`src/rtl/assert_macros.svh`:
```
// Assertion macros used by the router back end.
`ifndef ASSERT_MACROS_SVH
`define ASSERT_MACROS_SVH

// An expression that must hold at every clock edge outside reset.
`define ASSERT_ALWAYS(label, clk, rst, expr) \
   label: assert property (@(posedge clk) disable iff (rst) (expr)) \
      else $error("%m: invariant violated");

// A condition that must hold in the same cycle as its trigger.
`define ASSERT_IMPLY(label, clk, rst, pre, post) \
   label: assert property (@(posedge clk) disable iff (rst) (pre) |-> (post)) \
      else $error("%m: same-cycle implication violated");

// A condition that must hold in the cycle after its trigger.
`define ASSERT_NEXT(label, clk, rst, pre, post) \
   label: assert property (@(posedge clk) disable iff (rst) (pre) |=> (post)) \
      else $error("%m: next-cycle implication violated");

`endif

```
`src/rtl/sbdr_pkg.sv`:
```
// Shared types and constants of the seed base dispatch router.
`timescale 1ns / 1ps

package sbdr_pkg;

   localparam int BASE_QUEUE_DEPTH  = 16;
   localparam int STORE_QUEUE_DEPTH = 16;
   localparam int INDEX_BITS        = 6;
   localparam int CMD_QUEUE_DEPTH   = 2;

   localparam int NUM_BASES = 4;
   localparam int BASE_W    = $clog2(NUM_BASES);
   localparam int INDEX_W   = 6;
   localparam int SHIFT_W   = 6;
   localparam int CODE_W    = 3;

   localparam int BQ_SLOT_W = $clog2(BASE_QUEUE_DEPTH);
   localparam int BQ_CNT_W  = $clog2(BASE_QUEUE_DEPTH + 1);
   localparam int SQ_SLOT_W = $clog2(STORE_QUEUE_DEPTH);
   localparam int SQ_CNT_W  = $clog2(STORE_QUEUE_DEPTH + 1);

   localparam int REQ_TDATA_W = 176;
   localparam int REQ_TUSER_W = 6;
   localparam int RSP_TDATA_W = 184;
   localparam int RSP_TUSER_W = 3;

   localparam logic [CODE_W-1:0] CODE_STORE = 3'd7;

   localparam logic [INDEX_W-1:0] INDEX_MASK =
      (INDEX_BITS >= INDEX_W) ? {INDEX_W{1'b1}} : INDEX_W'((1 << INDEX_BITS) - 1);

   typedef enum logic [2:0] {
      MODE_OFFER      = 3'd0,
      MODE_POP_BASE   = 3'd1,
      MODE_POP_STORE  = 3'd2,
      MODE_PEEK_BASE  = 3'd3,
      MODE_PEEK_STORE = 3'd4
   } mode_type;

   typedef enum logic [2:0] {
      ST_DISPATCHED = 3'd0,
      ST_STORED     = 3'd1,
      ST_STALL      = 3'd2,
      ST_INVALID    = 3'd3,
      ST_READ_OK    = 3'd4,
      ST_EMPTY      = 3'd5
   } status_type;

   typedef enum logic [2:0] {
      KIND_BASE_PUSH  = 3'd0,
      KIND_STORE_PUSH = 3'd1,
      KIND_INVALID    = 3'd2,
      KIND_BASE_READ  = 3'd3,
      KIND_STORE_READ = 3'd4
   } kind_type;

   typedef enum logic {
      BK_EXEC = 1'b0,
      BK_LOAD = 1'b1
   } back_state_type;

   typedef struct packed {
      kind_type            kind;
      logic                pop;
      logic [BASE_W-1:0]   qsel;
      logic [INDEX_W-1:0]  index;
      logic [SHIFT_W-1:0]  shift;
      logic [31:0]         low;
      logic [31:0]         high;
      logic [31:0]         addr;
   } cmd_type;

endpackage

```
`src/rtl/sbdr_front.sv`:
```
// Front end: accepts request items and classifies them into queue commands.
`timescale 1ns / 1ps

module sbdr_front (
   input  logic                            req_tvalid,
   output logic                            req_tready,
   // entry_index, seed_bits, base_shift, low_bound, high_bound, seed_addr, zero pad
   input  logic [sbdr_pkg::REQ_TDATA_W-1:0] req_tdata,
   // mode, force_store, queue_select
   input  logic [sbdr_pkg::REQ_TUSER_W-1:0] req_tuser,
   output logic                            cmd_push,
   output sbdr_pkg::cmd_type               cmd_out,
   input  logic                            cmd_room
);

   sbdr_pkg::mode_type               mode;
   logic [63:0]                      seed_bits;
   logic [sbdr_pkg::SHIFT_W-1:0]     base_shift;
   logic [sbdr_pkg::CODE_W-1:0]      code;
   logic                             force_store;
   logic                             known_mode;

   assign mode        = sbdr_pkg::mode_type'(req_tuser[2:0]);
   assign force_store = req_tuser[3];
   assign seed_bits   = req_tdata[69:6];
   assign base_shift  = req_tdata[75:70];
   assign code        = sbdr_pkg::CODE_W'(seed_bits >> base_shift);

   always_comb begin
      cmd_out       = '0;
      cmd_out.kind  = sbdr_pkg::KIND_INVALID;
      cmd_out.shift = base_shift;
      cmd_out.low   = req_tdata[107:76];
      cmd_out.high  = req_tdata[139:108];
      cmd_out.addr  = req_tdata[171:140];
      known_mode    = 1'b1;
      unique case (mode)
         sbdr_pkg::MODE_OFFER: begin
            cmd_out.index = req_tdata[5:0] & sbdr_pkg::INDEX_MASK;
            if (code == sbdr_pkg::CODE_STORE || force_store) begin
               cmd_out.kind = sbdr_pkg::KIND_STORE_PUSH;
            end else if (code[2]) begin
               cmd_out.kind = sbdr_pkg::KIND_INVALID;
            end else begin
               cmd_out.kind = sbdr_pkg::KIND_BASE_PUSH;
               cmd_out.qsel = code[1:0];
            end
         end
         sbdr_pkg::MODE_POP_BASE, sbdr_pkg::MODE_PEEK_BASE: begin
            cmd_out.kind = sbdr_pkg::KIND_BASE_READ;
            cmd_out.pop  = (mode == sbdr_pkg::MODE_POP_BASE);
            cmd_out.qsel = req_tuser[5:4];
         end
         sbdr_pkg::MODE_POP_STORE, sbdr_pkg::MODE_PEEK_STORE: begin
            cmd_out.kind = sbdr_pkg::KIND_STORE_READ;
            cmd_out.pop  = (mode == sbdr_pkg::MODE_POP_STORE);
         end
         default: begin
            // Unused modes are taken and dropped without a result.
            known_mode = 1'b0;
         end
      endcase
   end

   assign req_tready = cmd_room;
   assign cmd_push   = req_tvalid && known_mode;

endmodule

```
`config.mk`:
```
export PLATFORM = sky130hd
export DESIGN_NAME = sbdr_front
export DESIGN_NICKNAME = d
export VERILOG_FILES = /design/src/rtl/assert_macros.svh /design/src/rtl/sbdr_pkg.sv /design/src/rtl/sbdr_front.sv
export SDC_FILE = /design/constraint.sdc
export NUM_CORES = 1
export LEC_CHECK = 0
export ABC_AREA = 0
export BUFFER_PORTS_ARGS = -buffer_cell sky130_fd_sc_hd__buf_4
export CORE_AREA = 2 2 116 118
export DETAILED_ROUTE_END_ITERATION = 7
export DIE_AREA = 0 0 118 120
export PLACE_DENSITY = 0.64
export SYNTH_ARGS = -nofsm -noshare
export SYNTH_HDL_FRONTEND = slang
export SYNTH_SLANG_ARGS = --single-unit
```
`constraint.sdc`:
```
create_clock -name vclk -period 3.7
set_input_delay 0.555 -clock vclk [all_inputs]
set_output_delay 0.555 -clock vclk [all_outputs]
set_load 0.05 [all_outputs]
```
; ---- After elaboration in Yosys (flattened, before gate mapping)
; Cells that the tools add are included.
[totals]
out_inout_bits = 116
register_bits = 0
word_cells = 21
[op_classes]
eq_ne = 5
n_mux = 9
n_reduce_logical = 6
shifts = 1
[ops]
columns = cell, n
row1 = 64-bit by 6-bit right shift with 3-bit output, 1
row2 = 3-bit case mux with 3 select lines, 1
row3 = "3-bit by 2-bit equality test with 1-bit output, second input constant", 2
row4 = "3-bit equality test, second input constant", 2
row5 = 2-bit 2-to-1 mux, 3
row6 = 6-bit 2-to-1 mux, 1
row7 = 5-bit OR reduction, 1
row8 = 2-bit case mux with 2 select lines, 1
row9 = 2-bit OR reduction, 2
row10 = "3-bit by 1-bit equality test with 1-bit output, second input constant", 1
row11 = 3-bit logical NOT, 1
row12 = 3-bit 2-to-1 mux, 1
row13 = 1-bit case mux with 2 select lines, 1
row14 = 1-bit logical AND, 1
row15 = 1-bit logical OR, 1
row16 = 1-bit 2-to-1 mux, 1

; ---- Depth between registers and ports, before layout
[depth]
ltp_word = 5
ltp_mapped = 10
ltp_nobuf = 6

; ---- Worst setup path before layout
; No wires, ideal clock.
[synth_timing]
path_kind = input to output
startpoint = input port req_tdata[70] in the netlist's numbering
endpoint = output port cmd_out[108] in the netlist's numbering
path_buffers = 3
cell_stages = 9
path_slack_ns = -0.052
t_arrival_ns = 3.197
cell_sequence = buf_6 -> buf_6 -> buf_6 -> mux4_2 -> a221oi_1 -> o21ai_0 -> o211ai_1 -> nand3b_1 -> o21ai_0
[synth_lines]
columns = item, line
row1 = from (decl), sbdr_front.sv:8  ; input logic [sbdr_pkg::REQ_TDATA_W-1:0] req_tdata,
row2 = to (decl), sbdr_front.sv:12  ; output sbdr_pkg::cmd_type cmd_out,

==> impl_results.md <==
- Synthesis Warnings: 0
- Number of flip-flops and latches: 0
- DP HPWL: around 7 mm
- Die W: 118 um
- Sink of the worst hold path: cmd_out[30]
- Area of combinational cells with multiple inputs: 1619 um^2
- Fraction of the cycle the final worst path needs: approximately 96%
- Total overflow reported by the global router: 0
- Arrival time worst endpoint: between 2000 and 3000 ps
- First-pass GRT wire length: roughly 12 mm
- Number of design rule violations left after detail routing: 0
- Total placed cells including tap cells: 414
- Maximum Capacitance Violations: 0
- Critical path data required time: 3140 ps
- Type of the worst min-delay path: primary input to primary output
- Number of nets with antenna violations after routing: 0
- Core area: 12,980 um^2
- Mean instance size in the synthesized netlist: 9.945 um^2
- Count of endpoints failing setup in the final report: 0
- Worst-path fanout max: 26
- Global-route usage over all layers: 10.76%
- RSZ-0062 raised after global routing: false
- Cell Rows: 42
- Sort of element at the end of the critical path: primary output
- Number of antenna violations at the first check in global routing: 0
- LEAKAGE: between 0.001 and 0.0015 uW
- Post-CTS Repair Setup Buffers: 0
- Detailed router's first-iteration violation count: 70
- Design internal power: 184.4 uW
- Sw power: roughly 160 uW
- Routed len/inst: 19.53 um
- Detailed-route via count: 1,917
- Initial Util: between 15 and 20%
- Post-synth net total: 437
- Summed area of non-filler cells in the final layout: 2664 um^2
- Hold path cells: 0
- Cell Area, Synth: 2516 um^2
- Fraction of power consumed by combinational cells: 100.0%
- Worst relative slew slack: between 50 and 60%
- Run status: finished, final reports clean
- Ratio of cells with drive above 1 in the final layout: between 60% and 70%
- Via count of the first global-routing pass: roughly 2,100
- Instance area at placement: about 2700 um^2
- Number of slew-limit violations in the final report: 0
- Count of non-filler cells in the finished layout: 414
- Fin crit period: 3547 ps
- Setup TNS Final: 0 ps
- Top library cells by usage in the layout, fill and taps aside: buf_4, mux4_2, a22oi_1, and2_1
- Seq/Total Area, Yosys: 0%
- Number of input and output port buffers inserted: 102
- Sequential cell fraction of total power: 0%
- Die Ht: roughly 120 um
- Fill cell count: 1,426
- CTS Hold Buffers Added: 0
- Router iterations before antenna repair: 4
- Achievable Freq: 0.2819 GHz
- Most frequent standard cell in the layout excluding fill and tap cells: buf_4
- Overall die area: 14,160 um^2
- Via/cell ratio: between 4 and 5
- Number of standard cells after synthesis: between 200 and 300
- Startpoint Class: primary input
- Worst slew pin tran: 687.0 ps
- Largest voltage drop on the vdd net: 0.00005134 V
- Register area: 0 um^2
- Post-detailed-routing wire length: ~8.1 mm
- Total of cells resized after clock tree synthesis: 0
- Gpl congestion: between 0.8 and 0.9
- Net switching share of the total power: between 40% and 50%
- N_diodes: 0
- Crit Path Class: primary input to primary output
- Count of boundary I/O pins: 300
- Relative area change from synthesis to final layout: 5.868%
- Power density cells: 129.9 nW/um^2
- Share of power burned in the clock network: 0%
- Number of clock buffer instances in the layout: 0
- Layout Nets: about 420
- Startpoint of the tightest hold check path: req_tdata[170]
- Pin count of the biggest net entering global routing: 40
- Yosys cell types: 35
- Hold Fails Final Rpt: 0
power by group through the flow:
stage          registers [uW]  logic [uW]  clock network [uW]
3_5_place_dp                0         350                   0
6_report                    0         346                   0
3_3_place_gp                0         344                   0
5_1_grt                     0         372                   0
4_1_cts                     0         351                   0
2_1_floorplan               0         501                   0
logic make-up after synthesis:
group | synth area share, %
compound gates | 9.945
xor+xnor | 0.6963
buf+inv | 35.65
mux | 44.41
simple gates | 9.299
how the worst max path moves through the flow:
stage,slack [ps],startpoint,end,cells after the start
after floorplan,-50,req_tdata[70],cmd_out[108],9
after global placement,190,req_tdata[70],cmd_out[111],9
after detailed placement,130,req_tdata[70],cmd_out[111],9
after CTS,120,req_tdata[70],cmd_out[111],9
after global routing,20,req_tdata[70],cmd_out[109],9
final,150,req_tdata[70],cmd_out[111],9
cells in the mapped netlist, drive strengths merged (2+ instances only):
| cell | instances | share of area, % |
|---|---|---|
| nand3 | 2 | 0.40 |
| o211ai | 2 | 0.60 |
| nor3 | 3 | 0.60 |
| inv | 3 | 0.45 |
| o21ai | 6 | 1.2 |
| buf | 117 | 35 |
| mux4 | 45 | 41 |
| and2 | 8 | 2.0 |
| nand3b | 4 | 1.2 |
| nor2b | 6 | 1.5 |
| mux2 | 2 | 0.90 |
| nand2b | 2 | 0.50 |
| a21oi | 5 | 0.99 |
| nor2 | 7 | 1.0 |
| and4 | 2 | 0.70 |
| a221oi | 4 | 1.4 |
| xnor2 | 2 | 0.70 |
| clkbuf | 3 | 0.45 |
| mux2i | 7 | 2.8 |
| or2 | 2 | 0.50 |
| nand2 | 4 | 0.60 |
| a22oi | 8 | 2.4 |
critical path: stages:
cell and delay [ps]:
buf_4 250, buf_12 250, mux4_1 570, mux2_2 280
o221ai_1 190, a32o_1 240, a2111oi_2 110, a221o_1 320
buf_4 200
per-layer routing:
layer / routed length [um] / GRT usage, %
met5: 0 / 0
met2: 4245 / 20.02
met4: 253 / 3.464
met3: 659 / 2.899
met1: 2926 / 11.85
area by class of cell:
class                      instances  area share [%]
inverter                           3          0.4227
multi-input combinational        130           60.78
tap                              176           8.267
timing repair buffer             105           30.53
per-stage QoR:
step           power [uW]  setup slack [ps]  utilization (%)  hold WS, ps
6_report            346.1             152.6            20.52         1110
5_1_grt             372.3             15.97            20.52         1110
4_1_cts             351.4             115.7            20.52         1110
3_5_place_dp        350.0             126.4            20.52         1110
3_3_place_gp        344.0             186.2            20.52         1110
2_1_floorplan       501.1            -52.44                -         1277
Power figures use the tool's default switching activity.
