## config.mk

```make
export PLATFORM = sky130hd
export DESIGN_NAME = sbdr_cmd_queue
export DESIGN_NICKNAME = d
export VERILOG_FILES = /design/src/rtl/assert_macros.svh /design/src/rtl/sbdr_pkg.sv /design/src/rtl/sbdr_cmd_queue.sv
export SDC_FILE = /design/constraint.sdc
export NUM_CORES = 1
export LEC_CHECK = 0
export ABC_AREA = 0
export BUFFER_PORTS_ARGS = -buffer_cell sky130_fd_sc_hd__buf_2
export CORE_MARGIN = 4
export CORE_UTILIZATION = 30
export DETAILED_ROUTE_END_ITERATION = 10
export GPL_TIMING_DRIVEN = 0
export PLACE_DENSITY = 0.49
export SYNTH_ARGS = -nofsm -noshare
export SYNTH_HDL_FRONTEND = slang
export SYNTH_SLANG_ARGS = --single-unit
```

## constraint.sdc

```tcl
create_clock -name clock -period 4.65 [get_ports clock]
set_clock_uncertainty 0.05 [all_clocks]
set_input_delay 0.93 -clock clock [delete_from_list [all_inputs] [get_ports clock]]
set_output_delay 0.93 -clock clock [all_outputs]
set_load 0.03 [all_outputs]
```

## src/rtl/assert_macros.svh

```systemverilog
// Assertion macros used by the router back end.
`ifndef ASSERT_MACROS_SVH
`define ASSERT_MACROS_SVH

// An expression that must hold at every clock edge outside reset.
`define ASSERT_ALWAYS(label, clk, rst, expr) \
   label: assert property (@(posedge clk) disable iff (rst) (expr)) \
      else $error("%m: invariant violated");

// A condition that must hold in the same cycle as its trigger.
`define ASSERT_IMPLY(label, clk, rst, pre, post) \
   label: assert property (@(posedge clk) disable iff (rst) (pre) |-> (post)) \
      else $error("%m: same-cycle implication violated");

// A condition that must hold in the cycle after its trigger.
`define ASSERT_NEXT(label, clk, rst, pre, post) \
   label: assert property (@(posedge clk) disable iff (rst) (pre) |=> (post)) \
      else $error("%m: next-cycle implication violated");

`endif

```

## src/rtl/sbdr_pkg.sv

```systemverilog
// Shared types and constants of the seed base dispatch router.
`timescale 1ns / 1ps

package sbdr_pkg;

   localparam int BASE_QUEUE_DEPTH  = 16;
   localparam int STORE_QUEUE_DEPTH = 16;
   localparam int INDEX_BITS        = 6;
   localparam int CMD_QUEUE_DEPTH   = 2;

   localparam int NUM_BASES = 4;
   localparam int BASE_W    = $clog2(NUM_BASES);
   localparam int INDEX_W   = 6;
   localparam int SHIFT_W   = 6;
   localparam int CODE_W    = 3;

   localparam int BQ_SLOT_W = $clog2(BASE_QUEUE_DEPTH);
   localparam int BQ_CNT_W  = $clog2(BASE_QUEUE_DEPTH + 1);
   localparam int SQ_SLOT_W = $clog2(STORE_QUEUE_DEPTH);
   localparam int SQ_CNT_W  = $clog2(STORE_QUEUE_DEPTH + 1);

   localparam int REQ_TDATA_W = 176;
   localparam int REQ_TUSER_W = 6;
   localparam int RSP_TDATA_W = 184;
   localparam int RSP_TUSER_W = 3;

   localparam logic [CODE_W-1:0] CODE_STORE = 3'd7;

   localparam logic [INDEX_W-1:0] INDEX_MASK =
      (INDEX_BITS >= INDEX_W) ? {INDEX_W{1'b1}} : INDEX_W'((1 << INDEX_BITS) - 1);

   typedef enum logic [2:0] {
      MODE_OFFER      = 3'd0,
      MODE_POP_BASE   = 3'd1,
      MODE_POP_STORE  = 3'd2,
      MODE_PEEK_BASE  = 3'd3,
      MODE_PEEK_STORE = 3'd4
   } mode_type;

   typedef enum logic [2:0] {
      ST_DISPATCHED = 3'd0,
      ST_STORED     = 3'd1,
      ST_STALL      = 3'd2,
      ST_INVALID    = 3'd3,
      ST_READ_OK    = 3'd4,
      ST_EMPTY      = 3'd5
   } status_type;

   typedef enum logic [2:0] {
      KIND_BASE_PUSH  = 3'd0,
      KIND_STORE_PUSH = 3'd1,
      KIND_INVALID    = 3'd2,
      KIND_BASE_READ  = 3'd3,
      KIND_STORE_READ = 3'd4
   } kind_type;

   typedef enum logic {
      BK_EXEC = 1'b0,
      BK_LOAD = 1'b1
   } back_state_type;

   typedef struct packed {
      kind_type            kind;
      logic                pop;
      logic [BASE_W-1:0]   qsel;
      logic [INDEX_W-1:0]  index;
      logic [SHIFT_W-1:0]  shift;
      logic [31:0]         low;
      logic [31:0]         high;
      logic [31:0]         addr;
   } cmd_type;

endpackage

```

## src/rtl/sbdr_cmd_queue.sv

```systemverilog
// Short command queue that decouples the front end from the back end.
`timescale 1ns / 1ps

module sbdr_cmd_queue (
   input  logic                clock,
   input  logic                reset,
   input  logic                wr_valid,
   output logic                wr_ready,
   input  sbdr_pkg::cmd_type   wr_cmd,
   output logic                rd_valid,
   input  logic                rd_ready,
   output sbdr_pkg::cmd_type   rd_cmd
);

   localparam int PTR_W = (sbdr_pkg::CMD_QUEUE_DEPTH > 1) ? $clog2(sbdr_pkg::CMD_QUEUE_DEPTH) : 1;
   localparam int CNT_W = $clog2(sbdr_pkg::CMD_QUEUE_DEPTH + 1);

   sbdr_pkg::cmd_type  entry_ff [sbdr_pkg::CMD_QUEUE_DEPTH];
   logic [PTR_W-1:0]   wr_ptr_ff, wr_ptr_in;
   logic [PTR_W-1:0]   rd_ptr_ff, rd_ptr_in;
   logic [CNT_W-1:0]   count_ff, count_in;
   logic               do_write;
   logic               do_read;

   assign wr_ready = (count_ff != CNT_W'(sbdr_pkg::CMD_QUEUE_DEPTH));
   assign rd_valid = (count_ff != '0);
   assign rd_cmd   = entry_ff[rd_ptr_ff];
   assign do_write = wr_valid && wr_ready;
   assign do_read  = rd_valid && rd_ready;

   always_comb begin
      wr_ptr_in = wr_ptr_ff;
      rd_ptr_in = rd_ptr_ff;
      count_in  = count_ff;
      if (do_write) begin
         wr_ptr_in = (wr_ptr_ff == PTR_W'(sbdr_pkg::CMD_QUEUE_DEPTH - 1)) ? '0 : wr_ptr_ff + 1'b1;
      end
      if (do_read) begin
         rd_ptr_in = (rd_ptr_ff == PTR_W'(sbdr_pkg::CMD_QUEUE_DEPTH - 1)) ? '0 : rd_ptr_ff + 1'b1;
      end
      if (do_write && !do_read) begin
         count_in = count_ff + 1'b1;
      end else if (do_read && !do_write) begin
         count_in = count_ff - 1'b1;
      end
   end

   always_ff @(posedge clock) begin
      if (reset) begin
         wr_ptr_ff <= '0;
         rd_ptr_ff <= '0;
         count_ff  <= '0;
      end else begin
         wr_ptr_ff <= wr_ptr_in;
         rd_ptr_ff <= rd_ptr_in;
         count_ff  <= count_in;
      end
   end

   always_ff @(posedge clock) begin
      if (do_write) begin
         entry_ff[wr_ptr_ff] <= wr_cmd;
      end
   end

endmodule

```

==> Yosys cells after proc, flatten, opt, wreduce, memory -nomap -nowiden <==
Memory sizes are Yosys's and may differ from the RTL's. A register that Yosys moved wholly into a read port is not among the register bits.
Index checks and enable logic that the tools add are counted.
{ "word_totals": {"memories": 1, "ram_bits": 228, "wordCells": 25, "input_bits": 118, "out_inout_bits": 116, "reg_bits": 4} }
{ "mem_list": {"columns": ["memory", "depth", "width", "read_ports", "rd_clocked_by_memory_dff", "wr", "line", "rtl"], "rows": [
  ["entry_ff", 2, 114, 1, 1, 1, "sbdr_cmd_queue.sv:18", "sbdr_pkg::cmd_type entry_ff [sbdr_pkg::CMD_QUEUE_DEPTH];"]
]} }
{ "classes": {"add_sub_neg": 4, "reduce_logical": 8, "n_eq_ne": 1, "mux": 8} }
{ "op_table": {"columns": ["op", "n"], "rows": [
  ["1-bit 2-to-1 mux", 6],
  ["1-bit logical AND", 4],
  ["2-bit 2-to-1 mux", 2],
  ["2-bit nonzero test", 2],
  ["1-bit adder (second input constant)", 2],
  ["2-bit by 1-bit adder with 2-bit output (second input constant)", 1],
  ["1-bit zero test", 2],
  ["2-bit inequality test (second input constant)", 1],
  ["2-bit by 1-bit subtractor with 2-bit output (second input constant)", 1]
]} }

==> Logic depth before layout (Yosys ltp) <==
{ "depth": {"depth_word": 6, "mapped_depth": 6, "mapped_depth_nobuf": 6} }

==> Worst setup path before layout <==
No wires, ideal clock.
{ "synth_path": {"kind": "input to register", "start": "in wr_valid", "end": "mem entry_ff[1][0] (netlist name) (enable)", "path_slack_ns": 0.502, "t_arrival_ns": 3.611, "cell_stages": 1, "path_buffers": 0, "setup_time_ns": 0.487, "required_ns": 4.113, "path_cell_list": "and3_1"} }
{ "synth_via": {"elab_chain_len": 3} }
{ "synth_lines": {"columns": ["item", "line", "rtl"], "rows": [
  ["start: declaration", "sbdr_cmd_queue.sv:7", "input logic wr_valid,"],
  ["1-bit logical AND", "sbdr_cmd_queue.sv:28", "assign do_write = wr_valid && wr_ready;"],
  ["1-bit 2-to-1 mux", "sbdr_cmd_queue.sv:61", "if (do_write) begin"],
  ["1-bit 2-to-1 mux (implied by the code)", "sbdr_cmd_queue.sv:62", "entry_ff[wr_ptr_ff] <= wr_cmd;"],
  ["end: declaration", "sbdr_cmd_queue.sv:18", null]
]} }
Every way passes these cells.

==> impl_summary.log <==
INFO  metric run_status = finished, final reports clean
INFO  metric critical_path.slowest_cell = sky130_fd_sc_hd__dfxtp_1
INFO  metric fp-row-count = 62
INFO  metric antenna_cells = 0
INFO  metric cts.root.buffer_cell = sky130_fd_sc_hd__clkbuf_16
INFO  metric timing.hold.worst.class = register to register
INFO  metric detailedRoute.firstIterationViolations = between 100 and 150
INFO  metric cp_class = register to primary output
INFO  metric wl = 18000 um
INFO  metric die_x = 178 um
INFO  metric layout_commonest_cell = sky130_fd_sc_hd__buf_2
INFO  metric cts_tree = done
INFO  metric synth-seq-area-share = 79.9%
INFO  metric max_freq = roughly 0.35 GHz
INFO  metric timing.critical_path.required = about 3700 ps
INFO  metric cts_post_setup_buffers_inserted = 0
INFO  metric avgSynthCellArea = approximately 23 um2
INFO  metric floorplan.core_area = 0.0286 mm2
INFO  metric pin_count = 234
INFO  metric design.die.area = between 0.03 and 0.04 mm2
INFO  metric post-place-ws = ~2000 ps
INFO  metric clk-insertion-delay-late = between 500 and 600 ps
INFO  metric multi_input_comb_area = between 0.0015 and 0.002 mm2
INFO  metric grt_setup_unrepaired = no
INFO  metric grt_max_degree = 64
INFO  metric synthesis.nets = 498
INFO  metric grt_pass1_wl = between 20000 and 30000 um
INFO  metric finalNonFillerCells = between 1000 and 1500
INFO  metric synth.yosys.warnings = 0
INFO  metric power.density = 606 mW/mm2
INFO  metric cellLeakagePower = around 4.3 nW
INFO  metric timing.setup.tns = 0 ps
INFO  metric final_critical_path_required_period = approximately 2800 ps
INFO  metric dpl.cell_count = 998
INFO  metric final_net_count = about 760
INFO  metric synth_top_area_cell = sky130_fd_sc_hd__edfxtp_1
INFO  metric synthDominantCellAreaShare = between 70% and 80%
INFO  metric synth.lib_cells_used.distinct = 20
INFO  metric post_cts_hold_buffer_count = 0
INFO  metric io_buffer_count = 233
INFO  metric timing.critical_path.mode_cell = sky130_fd_sc_hd__buf_6
INFO  metric final_setup_viols = 0
INFO  metric vias_per_cell = 4.19
INFO  metric worst-slew-pin-transition = between 800 and 900 ps
INFO  metric initial_utilization = between 30% and 40%
INFO  metric most-common-layout-cells = sky130_fd_sc_hd__buf_2, sky130_fd_sc_hd__edfxtp_1, sky130_fd_sc_hd__mux2_4
INFO  metric clockBufferDepth = 3
INFO  metric n_fill_cell = ~2600
INFO  metric hold_viol = 0
INFO  metric syn_inst = approximately 380
INFO  metric max_stage_delay = roughly 320 ps
INFO  metric critPathTopFamily = buffers and inverters
INFO  metric ir_worst_vdd = 0.308 mV
INFO  metric crit_path_max_fanout = 10
INFO  metric ant_nets = 0
INFO  metric cts_max_level = 1
INFO  metric synthesis.area = 0.00870 mm2
INFO  metric syn_to_final_growth = 30.1%
INFO  metric layout-drive-gt1-share = between 60% and 70%
INFO  metric place_hpwl = around 12000 um
INFO  metric cells_taking_the_most_area_after_synthesis = sky130_fd_sc_hd__edfxtp_1, sky130_fd_sc_hd__mux2_4, sky130_fd_sc_hd__mux2_2, sky130_fd_sc_hd__dfxtp_1, sky130_fd_sc_hd__buf_6
INFO  metric finalCritPeriodShare = between 60% and 70%
INFO  metric drc_errors = 0
INFO  metric timing.critical_path.cells = buf_6 -> buf_8 -> buf_6 -> mux2_4 -> buf_2
INFO  metric detailroute.via_count = about 4400
INFO  metric max-slew-margin-rel = 45.2%
INFO  metric grt.total_usage = between 10% and 20%
INFO  metric die_height = 178 um
INFO  metric cts.repair.resized = 0
INFO  metric yosys_register_bits = about 230
INFO  metric drtPass1Iterations = 4
INFO  metric finalWeightedCongestion = approximately 0.69
INFO  metric final-seq-area = 0.00695 mm2
INFO  metric final-max-slew-violation-count = 0
INFO  metric clock_sinks = ~230
INFO  metric number_of_global_route_vias_before_repair = 4909
INFO  metric combined_buffer_and_inverter_count_along_the_critical_path = 4
INFO  metric start_kind = register
INFO  metric cap_violations = 0
INFO  metric cp_data_arrival_time = about 1900 ps
INFO  metric wl_per_cell = about 17 um
INFO  metric initial_antenna_violation_count = 3
INFO  metric worstSetupEndpointType = primary output
INFO  metric tritoncts.num_buffers = 26
INFO  metric clk_transition_reported_paths = approximately 60 ps
INFO  metric grt.overflow.total = 0
INFO  metric worst_slack = 1800 ps
through the flow:
stage / hold slack [ps] / utilization, % / total power [W] / area (um2)
2_1_floorplan: 421 / - / 0.00426 / 8700
5_1_grt: 498 / 39.5 / 0.00717 / 11300
6_report: 459 / 39.5 / 0.00686 / 11300
4_1_cts: 465 / 39.5 / 0.00699 / 11300
3_5_place_dp: 445 / 36.4 / 0.00483 / 10400
3_3_place_gp: 434 / 36.1 / 0.00482 / 10300
worst min-delay path, cell delays in order (launching register included):
cell and delay, ps:
sky130_fd_sc_hd__dfxtp_1 320, sky130_fd_sc_hd__xor2_1 80, sky130_fd_sc_hd__nor2_1 70
Yosys cell counts:
| cell type | instances |
|---|---|
| sky130_fd_sc_hd__a21bo_2 | 1 |
| sky130_fd_sc_hd__mux2_2 | 54 |
| sky130_fd_sc_hd__edfxtp_1 | 228 |
| sky130_fd_sc_hd__dfxtp_1 | 5 |
| sky130_fd_sc_hd__or3_1 | 1 |
| sky130_fd_sc_hd__buf_8 | 1 |
| sky130_fd_sc_hd__ha_1 | 1 |
| sky130_fd_sc_hd__buf_2 | 5 |
| sky130_fd_sc_hd__xor2_1 | 3 |
| sky130_fd_sc_hd__o21ai_0 | 2 |
| sky130_fd_sc_hd__nand3b_1 | 1 |
| sky130_fd_sc_hd__or2_2 | 1 |
| sky130_fd_sc_hd__and3_1 | 1 |
| sky130_fd_sc_hd__buf_6 | 7 |
| sky130_fd_sc_hd__inv_1 | 1 |
| sky130_fd_sc_hd__and2_1 | 1 |
| sky130_fd_sc_hd__nand2b_1 | 1 |
| sky130_fd_sc_hd__nor2_1 | 3 |
| sky130_fd_sc_hd__a21oi_1 | 2 |
| sky130_fd_sc_hd__mux2_4 | 60 |
registers in the layout, summed over array words and instances (netlist names), named ones only:
signal     flops
wr_ptr_ff      1
rd_ptr_ff      1
entry_ff     228
count_ff       2
path summary, 6_finish.rpt:
check,cells past startpoint,end,startpoint,slack [ps]
worst min-delay path,2,rd_ptr_ff$_SDFFE_PP0P_,rd_ptr_ff$_SDFFE_PP0P_,460
worst max-delay path,5,rd_cmd[64],register,1800
worst min register to register,2,rd_ptr_ff$_SDFFE_PP0P_,rd_ptr_ff$_SDFFE_PP0P_,460
worst max register to register,3,entry_ff[1][46]$_DFFE_PP_,count_ff[0]$_SDFFE_PP0P_,2430
cell type report:
cell class                 count  area share (%)
sequential                   233            61.4
inverter                       1          0.0774
clock inverter                20            1.98
multi-input combinational    132            14.4
clock buffer                  28            6.01
tap                          384            4.25
timing repair buffer         235            10.8
buffer                        13            1.05
metal layers:
layer | up-vias | share of wire [%] | track usage [%]
li1 | 2040 | - | -
met4 | 6 | 2.7 | 3.07
met5 | - | 0.16 | 0
met3 | 37 | 10 | 4.64
met1 | 2131 | 37 | 12.1
met2 | 166 | 50 | 18.7
logic make-up after synthesis:
kind of cell,synth area share [%]
XOR/XNOR,0.302
AO/OA/AOI/OAI,0.345
flip-flops,79.9
multiplexers,17.3
AND/OR/NAND/NOR,0.576
adder cells (fa/ha/maj),0.144
buffers and inverters,1.41
power breakdown:
group | internal (W) | switching (W) | total (W) | leakage, nW
Sequential | 0.00262 | 0.0000634 | 0.00269 | 2.17
Clock | 0.00133 | 0.000789 | 0.00212 | 0.448
Combinational | 0.000772 | 0.00128 | 0.00205 | 1.70
(Power assumes the default switching activity.)
